<file path="src/rtl/tcid_pkg.sv">
// ----------------------------------------------------------------------------
// tcid_pkg
// Shared widths, register indexes and threshold tables of the
// temperature-compensated infrared crack detector.
// ----------------------------------------------------------------------------
package tcid_pkg;

    localparam int SAMPLE_BITS = 12;
    localparam int ZONES       = 3;
    localparam int CHANNELS    = 8;
    localparam int ZONE_BITS   = 2;
    localparam int CH_BITS     = 3;
    localparam int TEMP_BITS   = 12;
    localparam int MASK_BITS   = 8;
    localparam int INDEX_BITS  = 2;
    localparam int SUM_BITS    = SAMPLE_BITS + 2;
    localparam int SPAN_BITS   = 5;
    localparam int SLOPE_BITS  = 12;
    localparam int CMP_BITS    = 17;

    // reciprocal of 3 in 0.17 fixed point, exact for sums below 2^16
    localparam int RECIP_SHIFT = 17;
    localparam int RECIP_BITS  = 16;
    localparam logic [RECIP_BITS-1:0] RECIP3 = 16'hAAAB;
    localparam int PROD_BITS   = SUM_BITS + RECIP_BITS;

    localparam logic [SAMPLE_BITS-1:0] SAMPLE_MAX = {SAMPLE_BITS{1'b1}};

    // zone codes
    localparam logic [ZONE_BITS-1:0] ZONE_LEFT   = 2'd0;
    localparam logic [ZONE_BITS-1:0] ZONE_CENTER = 2'd1;
    localparam logic [ZONE_BITS-1:0] ZONE_RIGHT  = 2'd2;
    localparam logic [ZONE_BITS-1:0] ZONE_NONE   = 2'd3;

    // configuration register indexes
    localparam logic [INDEX_BITS-1:0] REG_LEFT_MASK   = 2'd0;
    localparam logic [INDEX_BITS-1:0] REG_CENTER_MASK = 2'd1;
    localparam logic [INDEX_BITS-1:0] REG_RIGHT_MASK  = 2'd2;

    localparam logic [MASK_BITS-1:0] LEFT_MASK_RST   = 8'd3;
    localparam logic [MASK_BITS-1:0] CENTER_MASK_RST = 8'd243;
    localparam logic [MASK_BITS-1:0] RIGHT_MASK_RST  = 8'd3;

    // per-zone tracking state
    typedef struct packed {
        logic [SAMPLE_BITS-1:0] min_value;
        logic [CH_BITS-1:0]     min_channel;
        logic                   crack;
    } zone_state_t;

    localparam zone_state_t ZONE_STATE_RST = '{
        min_value:   SAMPLE_MAX,
        min_channel: '0,
        crack:       1'b0
    };

    // mild anchor temperature in tenths of a degree
    function automatic logic signed [TEMP_BITS-1:0] anchor_mild(
        input logic [ZONE_BITS-1:0] z);
        logic signed [TEMP_BITS-1:0] t;
        case (z)
            ZONE_CENTER: t = 12'sd314;
            default:     t = 12'sd316;
        endcase
        return t;
    endfunction

    // hot anchor temperature in tenths of a degree
    function automatic logic signed [TEMP_BITS-1:0] anchor_hot(
        input logic [ZONE_BITS-1:0] z);
        return 12'sd330;
    endfunction

    // hot minus mild anchor
    function automatic logic [SPAN_BITS-1:0] anchor_span(
        input logic [ZONE_BITS-1:0] z);
        logic [SPAN_BITS-1:0] s;
        case (z)
            ZONE_CENTER: s = 5'd16;
            default:     s = 5'd14;
        endcase
        return s;
    endfunction

    // mild level times the zone span; right zone shares the left tables
    function automatic logic [CMP_BITS-1:0] level_base(
        input logic [ZONE_BITS-1:0] z,
        input logic [CH_BITS-1:0]   ch);
        logic [CMP_BITS-1:0] v;
        if (z == ZONE_CENTER)
        begin
            case (ch)
                3'd3:    v = 17'd6016;
                3'd4:    v = 17'd2528;
                3'd5:    v = 17'd2800;
                3'd6:    v = 17'd4080;
                3'd7:    v = 17'd3536;
                default: v = 17'd0;
            endcase
        end
        else
        begin
            case (ch)
                3'd0:    v = 17'd5180;
                3'd1:    v = 17'd7714;
                3'd2:    v = 17'd7910;
                3'd3:    v = 17'd9058;
                default: v = 17'd0;
            endcase
        end
        return v;
    endfunction

    // hot level minus mild level
    function automatic logic [SLOPE_BITS-1:0] level_slope(
        input logic [ZONE_BITS-1:0] z,
        input logic [CH_BITS-1:0]   ch);
        logic [SLOPE_BITS-1:0] v;
        if (z == ZONE_CENTER)
        begin
            case (ch)
                3'd3:    v = 12'd507;
                3'd4:    v = 12'd474;
                3'd5:    v = 12'd604;
                3'd6:    v = 12'd851;
                3'd7:    v = 12'd923;
                default: v = 12'd0;
            endcase
        end
        else
        begin
            case (ch)
                3'd0:    v = 12'd1110;
                3'd1:    v = 12'd1653;
                3'd2:    v = 12'd1695;
                3'd3:    v = 12'd1941;
                default: v = 12'd0;
            endcase
        end
        return v;
    endfunction

endpackage

</file>
<file path="src/rtl/temp_compensated_ir_crack_detector.sv">
// ----------------------------------------------------------------------------
// temp_compensated_ir_crack_detector
// Averages three readings of one channel, compares the average against a
// temperature-interpolated threshold and tracks per-zone minimum and crack.
// ----------------------------------------------------------------------------
//
//  channel   signals                       direction  beat when
//  item      item_valid / item_stall       in         valid high, stall low
//  result    result_valid / result_stall   out        valid high, stall low
//  config    cfg_write / cfg_index / data  in         cfg_write high
//
//  one item per cycle sustained while the result is not stalled; items
//  pass the input register, then the average/threshold/zone update into
//  the result register; zone state updates on the same edge as the result.
//  reset sets the masks to their defaults and clears all zone state.
//  a stalled result holds the pipeline; one more item is taken into the
//  input register before item_stall rises.
//
module temp_compensated_ir_crack_detector (
    input  logic                                clk,
    input  logic                                rst_n,
    // item channel
    input  logic                                item_valid,
    output logic                                item_stall,
    input  logic                                scan_start,
    input  logic [tcid_pkg::ZONE_BITS-1:0]      zone,
    input  logic [tcid_pkg::CH_BITS-1:0]        channel,
    input  logic [tcid_pkg::SAMPLE_BITS-1:0]    reading_a,
    input  logic [tcid_pkg::SAMPLE_BITS-1:0]    reading_b,
    input  logic [tcid_pkg::SAMPLE_BITS-1:0]    reading_c,
    input  logic signed [tcid_pkg::TEMP_BITS-1:0] temp_tenths,
    // result channel
    output logic                                result_valid,
    input  logic                                result_stall,
    output logic [tcid_pkg::ZONE_BITS-1:0]      out_zone,
    output logic [tcid_pkg::CH_BITS-1:0]        out_channel,
    output logic [tcid_pkg::SAMPLE_BITS-1:0]    average,
    output logic                                channel_active,
    output logic                                below_threshold,
    output logic [tcid_pkg::SAMPLE_BITS-1:0]    zone_minimum,
    output logic [tcid_pkg::CH_BITS-1:0]        zone_minimum_channel,
    output logic                                zone_crack,
    // configuration
    input  logic                                cfg_write,
    input  logic [tcid_pkg::INDEX_BITS-1:0]     cfg_index,
    input  logic [tcid_pkg::MASK_BITS-1:0]      cfg_data
);
    import tcid_pkg::*;

    // input stage
    logic                          in_valid_reg;
    logic                          scan_reg;
    logic [ZONE_BITS-1:0]          zone_reg;
    logic [CH_BITS-1:0]            channel_reg;
    logic [SAMPLE_BITS-1:0]        ra_reg;
    logic [SAMPLE_BITS-1:0]        rb_reg;
    logic [SAMPLE_BITS-1:0]        rc_reg;
    logic signed [TEMP_BITS-1:0]   temp_reg;

    // result stage
    logic                          out_valid_reg;
    logic [ZONE_BITS-1:0]          out_zone_reg;
    logic [CH_BITS-1:0]            out_channel_reg;
    logic [SAMPLE_BITS-1:0]        average_reg;
    logic                          active_reg;
    logic                          below_reg;
    logic [SAMPLE_BITS-1:0]        zmin_reg;
    logic [CH_BITS-1:0]            zmin_ch_reg;
    logic                          zcrack_reg;

    // configuration and zone state
    logic [MASK_BITS-1:0]          left_mask_reg;
    logic [MASK_BITS-1:0]          center_mask_reg;
    logic [MASK_BITS-1:0]          right_mask_reg;
    zone_state_t                   zone_state_reg  [ZONES];
    zone_state_t                   zone_state_next [ZONES];

    // datapath signals
    logic                          advance;
    logic [SUM_BITS-1:0]           sum;
    logic [PROD_BITS-1:0]          recip_prod;
    logic [SAMPLE_BITS-1:0]        avg;
    logic                          zone_ok;
    logic [MASK_BITS-1:0]          mask_sel;
    logic                          active;
    logic signed [TEMP_BITS-1:0]   t_mild;
    logic signed [TEMP_BITS-1:0]   t_hot;
    logic signed [TEMP_BITS-1:0]   t_clamp;
    logic signed [TEMP_BITS-1:0]   t_delta;
    logic [SPAN_BITS-1:0]          dt;
    logic [CMP_BITS-1:0]           lhs;
    logic [CMP_BITS-1:0]           rhs;
    logic                          below;
    zone_state_t                   cur_state;
    zone_state_t                   upd_state;

    // handshake: stall only when both stages hold and the result is stalled
    assign advance    = in_valid_reg && (!out_valid_reg || !result_stall);
    assign item_stall = in_valid_reg && out_valid_reg && result_stall;

    // input register
    always_ff @(posedge clk or negedge rst_n)
    begin
        if (!rst_n)
            in_valid_reg <= 1'b0;
        else if (!item_stall)
            in_valid_reg <= item_valid;
    end

    always_ff @(posedge clk)
    begin
        if (!item_stall && item_valid)
        begin
            scan_reg    <= scan_start;
            zone_reg    <= zone;
            channel_reg <= channel;
            ra_reg      <= reading_a;
            rb_reg      <= reading_b;
            rc_reg      <= reading_c;
            temp_reg    <= temp_tenths;
        end
    end

    // average: sum times reciprocal of three
    always_comb
    begin
        sum        = SUM_BITS'(ra_reg) + SUM_BITS'(rb_reg) + SUM_BITS'(rc_reg);
        recip_prod = PROD_BITS'(sum) * PROD_BITS'(RECIP3);
        avg        = recip_prod[RECIP_SHIFT +: SAMPLE_BITS];
    end

    // zone mask and channel enable
    always_comb
    begin
        case (zone_reg)
            ZONE_LEFT:   mask_sel = left_mask_reg;
            ZONE_CENTER: mask_sel = center_mask_reg;
            ZONE_RIGHT:  mask_sel = right_mask_reg;
            default:     mask_sel = '0;
        endcase
        zone_ok = (32'(zone_reg) < ZONES);
        active  = zone_ok && (32'(channel_reg) < CHANNELS) && mask_sel[channel_reg];
    end

    // threshold test: avg * span < mild * span + slope * (t - tm)
    always_comb
    begin
        t_mild = anchor_mild(zone_reg);
        t_hot  = anchor_hot(zone_reg);
        if (temp_reg < t_mild)
            t_clamp = t_mild;
        else if (temp_reg > t_hot)
            t_clamp = t_hot;
        else
            t_clamp = temp_reg;
        t_delta = t_clamp - t_mild;
        dt      = t_delta[SPAN_BITS-1:0];
        lhs     = CMP_BITS'(avg) * CMP_BITS'(anchor_span(zone_reg));
        rhs     = level_base(zone_reg, channel_reg)
                + CMP_BITS'(level_slope(zone_reg, channel_reg)) * CMP_BITS'(dt);
        below   = active && (lhs < rhs);
    end

    // zone state update, scan start clears every zone first
    always_comb
    begin
        cur_state = ZONE_STATE_RST;
        for (int z = 0; z < ZONES; z++)
        begin
            zone_state_next[z] = scan_reg ? ZONE_STATE_RST : zone_state_reg[z];
            if (zone_ok && (32'(zone_reg) == z))
                cur_state = zone_state_next[z];
        end
        upd_state = cur_state;
        if (active)
        begin
            if (avg < cur_state.min_value)
            begin
                upd_state.min_value   = avg;
                upd_state.min_channel = channel_reg;
            end
            if (below)
                upd_state.crack = 1'b1;
        end
        for (int z = 0; z < ZONES; z++)
        begin
            if (zone_ok && (32'(zone_reg) == z))
                zone_state_next[z] = upd_state;
        end
    end

    always_ff @(posedge clk or negedge rst_n)
    begin
        if (!rst_n)
        begin
            for (int z = 0; z < ZONES; z++)
                zone_state_reg[z] <= ZONE_STATE_RST;
        end
        else if (advance)
        begin
            for (int z = 0; z < ZONES; z++)
                zone_state_reg[z] <= zone_state_next[z];
        end
    end

    // configuration registers
    always_ff @(posedge clk or negedge rst_n)
    begin
        if (!rst_n)
        begin
            left_mask_reg   <= LEFT_MASK_RST;
            center_mask_reg <= CENTER_MASK_RST;
            right_mask_reg  <= RIGHT_MASK_RST;
        end
        else if (cfg_write)
        begin
            case (cfg_index)
                REG_LEFT_MASK:   left_mask_reg   <= cfg_data;
                REG_CENTER_MASK: center_mask_reg <= cfg_data;
                REG_RIGHT_MASK:  right_mask_reg  <= cfg_data;
                default:         ;
            endcase
        end
    end

    // result register
    always_ff @(posedge clk or negedge rst_n)
    begin
        if (!rst_n)
            out_valid_reg <= 1'b0;
        else if (advance)
            out_valid_reg <= 1'b1;
        else if (!result_stall)
            out_valid_reg <= 1'b0;
    end

    always_ff @(posedge clk)
    begin
        if (advance)
        begin
            out_zone_reg    <= zone_reg;
            out_channel_reg <= channel_reg;
            average_reg     <= avg;
            active_reg      <= active;
            below_reg       <= below;
            zmin_reg        <= upd_state.min_value;
            zmin_ch_reg     <= upd_state.min_channel;
            zcrack_reg      <= upd_state.crack;
        end
    end

    // outputs
    assign result_valid         = out_valid_reg;
    assign out_zone             = out_zone_reg;
    assign out_channel          = out_channel_reg;
    assign average              = average_reg;
    assign channel_active       = active_reg;
    assign below_threshold      = below_reg;
    assign zone_minimum         = zmin_reg;
    assign zone_minimum_channel = zmin_ch_reg;
    assign zone_crack           = zcrack_reg;

endmodule

</file>
<file path="config.mk">
export PLATFORM = sky130hd
export DESIGN_NAME = temp_compensated_ir_crack_detector
export DESIGN_NICKNAME = d
export VERILOG_FILES = /design/src/rtl/tcid_pkg.sv /design/src/rtl/temp_compensated_ir_crack_detector.sv
export SDC_FILE = /design/constraint.sdc
export NUM_CORES = 1
export LEC_CHECK = 0
export ABC_AREA = 0
export BUFFER_PORTS_ARGS = -buffer_cell sky130_fd_sc_hd__buf_2
export CORE_MARGIN = 4
export CORE_UTILIZATION = 55
export DETAILED_ROUTE_END_ITERATION = 10
export GPL_TIMING_DRIVEN = 1
export PLACE_DENSITY = 0.76
export REMOVE_ABC_BUFFERS = 1
export SETUP_SLACK_MARGIN = 0.02
export SYNTH_ARGS = -nofsm -noshare
export SYNTH_HDL_FRONTEND = slang
export SYNTH_SLANG_ARGS = --single-unit
</file>
<file path="constraint.sdc">
create_clock -name clk -period 10.94 [get_ports clk]
set_clock_uncertainty 0.2 [all_clocks]
set_input_delay 2.188 -clock clk [delete_from_list [all_inputs] [get_ports clk]]
set_output_delay 2.188 -clock clk [all_outputs]
set_load 0.005 [all_outputs]
</file>
==> reports/metrics.csv <==
stage,metric,value,unit
timing,rsz0062_at_grt,true,
yosys,synthMuxAreaShare,4.68,%
route,routed.top_layer,met4,
finish,diodes,0,
grt,grt_pass1_vias,13144,
worst_setup_path,crit_type,register to register,
yosys,synth-seq-area-share,29.8,%
grt,grt_pass1_wl,64.8,mm
timing,fmax,0.0871,GHz
yosys,ys_seq_elements,163,
grt,gr-total-overflow,0,
die,die_x,175,um
clock_tree,cts_hold_buf,0,
clock_tree,cts_max_level,4,
finish,areaGrowthSynthToFinish,20.1,%
run_status,status,"finished, violations left",
timing,hold_viol,0,
worst_setup_path,reg2reg_depth,56,
worst_setup_path,crit_end,zone_state_reg[0]$_DFFE_PN0P_,
timing,slew_viol_final,0,
yosys,synth_compound_area_share,11.8,%
die,ios,106,
worst_setup_path,worstSetupStartpointType,register,
finish,largest_reg_flops,48,
worst_setup_path,r2r_end,zone_state_reg[0]$_DFFE_PN0P_,
timing,fin_crit_sh,105,%
route,drc_errors,0,
grt,grt.total_usage,25.8,%
yosys,ys.flop_type,edfxtp_1,
clock_tree,clk_pin_slew,0.08,ns
worst_setup_path,critPathSlowestCell,fa_1,
route,wl_per_cell,18.9,um
worst_hold_path,hold_path_class,register to register,
yosys,yosys.area_share.simple,12.8,%
grt,grt_max_degree,75,
yosys,synth_xor_area_share,2.98,%
die,dieArea,0.0307,mm^2
timing,setup_ws,-0.539,ns
worst_setup_path,critPathCaptureType,register,
clock_tree,cts_root_buf,clkbuf_16,
clock_tree,tritoncts,done,
route,antenna_left,0,
yosys,synthCells,1553,
die,initial_core_util,56.5,%
placed_design,globalplace.congestion,0.922,
timing,final.min_clock_period,11.48,ns
route,drt-initial-drc-count,1277,
timing,setup_viol_count_final,5,
die,fp.dieH,175,um
yosys,synth.distinct_cells,68,
yosys,yosysTopAreaCell,edfxtp_1,
route,firstDrtPassIters,8,
yosys,synth_fa_ha_area_share,31.2,%
route,vias,12822,
route,wirelength_met1,16.4,mm
clock_tree,cts.sinks,163,
yosys,ys_top_cells_by_area,"edfxtp_1, ha_1, fa_1",
clock_tree,cts_buffers,17,
yosys,synthArstFlopShare,45.4,%
yosys,netlist_area,0.0154,mm^2
worst_setup_path,crit_path_start,rb_reg[1]$_DFFE_PP_,
die,coreArea,0.0273,mm^2
worst_setup_path,critPathMaxStageDelay,0.55,ns
yosys,synth_top_cell_area_share,17.4,%
finish,nets,2162,
worst_setup_path,critPathMaxFanout,5,
run_status,failed_checks,setup timing,
route,routed_wl,40.9,mm
route,dr_wl_met2,20.1,mm
finish,drive_gt1_share,27.0,%
yosys,yosysWarnings,0,
finish,final_area,0.0185,mm^2
placed_design,place_area,0.0171,mm^2
worst_setup_path,reg2reg_from,rb_reg[1]$_DFFE_PP_,
worst_setup_path,critPathMostFrequentCell,fa_1,
placed_design,place_hpwl,27.6,mm
run,maxCapViolations,0,
worst_setup_path,rrSetupSlack,-0.54,ns
timing,worst_pin_slew,1.27,ns
clock_tree,cts.path.max_buffers,2,
grt,grt_antenna_before_repair,0,
yosys,synth_edf_count,89,
placed_design,portBuffers,105,
timing,max_slew_margin,14.7,%
worst_setup_path,cp.arrival,11.64,ns
route,wl_met3,2.91,mm
timing,hold_ws,0.291,ns
yosys,avgSynthCellArea,9.91,um^2
route,vias_per_cell,5.92,
yosys,synth_top_family_by_area,adder cells,
die,fp-row-count,60,
worst_setup_path,cp_data_required_time,11.10,ns
clock_tree,clk_latency,0.46,ns
## layer usage
metal / global-route usage, % / vias up
li1: - / 5858
met1: 34.1 / 6227
met2: 43.1 / 608
met3: 3.90 / 129
met4: 10.0 / 0
met5: 0 / -
## what timing repair did
item | CTS | global route
setup buffers | 26 | 16
resized for setup | 64 | 40
endpoints found under the setup margin | 5 | 33
pin swaps | 82 | 62
## worst min path at each step
stage	start	end	slack [ns]	depth (start not counted)
6_report	zone_state_reg[0]$_DFFE_PN0P_	zone_state_reg[0]$_DFFE_PN0P_	0.29	2
5_1_grt	in_valid_reg$_DFFE_PN0N_	result_valid$_DFFE_PN0P_	0.32	1
2_1_floorplan	zone_state_reg[16]$_DFFE_PN0P_	zone_state_reg[16]$_DFFE_PN0P_	0.25	2
3_5_place_dp	zone_state_reg[0]$_DFFE_PN0P_	zone_state_reg[0]$_DFFE_PN0P_	0.27	2
3_3_place_gp	zone_state_reg[0]$_DFFE_PN0P_	zone_state_reg[0]$_DFFE_PN0P_	0.26	2
4_1_cts	zone_state_reg[0]$_DFFE_PN0P_	zone_state_reg[0]$_DFFE_PN0P_	0.29	2
## final cells by class
| cell class | count | area [um^2] |
|---|---|---|
| clock inverters | 15 | 203 |
| flip-flops and latches | 163 | 4580 |
| multi-input cells | 1123 | 10200 |
| well taps | 372 | 465 |
| repair buffers | 279 | 1850 |
| fillers | 1980 | 8780 |
| inverters | 196 | 738 |
| clock buffers | 17 | 425 |
## placed cells by master, fill, tap and decap left out, types with 28 or more instances in the layout
cell type / n
nand2_1: 119
nand3_1: 28
ha_1: 177
buf_4: 168
fa_1: 114
o22ai_1: 33
mux2i_1: 28
dfstp_2: 46
dfrtp_1: 28
mux2_2: 32
a21oi_1: 73
edfxtp_1: 89
inv_1: 184
nor3_1: 82
nor2_1: 92
xnor2_1: 28
buf_2: 105
## synth_stat cells (all sizes together) (4+ instances only)
library cell    n
a211oi         25
a21o           25
a21oi          81
a221oi          8
a22oi           4
a31oi          10
and2           17
and3            6
buf            22
clkbuf         49
dfrtp          28
dfstp          46
edfxtp         89
fa            118
ha            195
inv           195
mux2           37
mux2i          28
nand2         119
nand2b         15
nand3          29
nand3b          5
nand4           9
nor2           98
nor2b          11
nor3           84
nor4            7
o2111ai        13
o21a            4
o21ai          36
o21bai          7
o22ai          33
o31a            4
o31ai           5
or2             5
or3            10
xnor2          33
xor2           16
## through the flow
step                utilization (%)  cells  setup slack [ns]  setup TNS [ns]
global route                   67.8   2165             -1.16           -6.45
CTS                            66.7   2149            -0.174          -0.716
detailed placement             62.6   2091             -1.14           -5.43
global placement               62.6   2091            -0.636           -2.90
floorplan                         -   1482            -0.449           -1.96
finish                         67.8   2165            -0.539           -2.42
## worst max-delay path: cells and delay by family (launching register included)
kind	cells	cell delay, ns
compound gates	20	3.40
xor+xnor	3	0.60
fa+ha+maj	14	4.98
buf+inv	11	0.99
flops	1	0.40
simple gates	8	0.79
## kinds of logic (layout without fill, tap and decap cells)
kind of cell | after synthesis | in the layout
other | 1 | 1
AOI/OAI and AO/OA | 273 | 273
xor gates and xnor gates | 50 | 50
adders and majority gates | 313 | 313
DFF | 163 | 163
muxes | 66 | 66
and+or+nand+nor | 420 | 420
buffers and inverters | 267 | 507
Power is left out: the tool's default activity adds up to more than one toggle a clock period on the data nets, which glitch-free logic cannot reach.
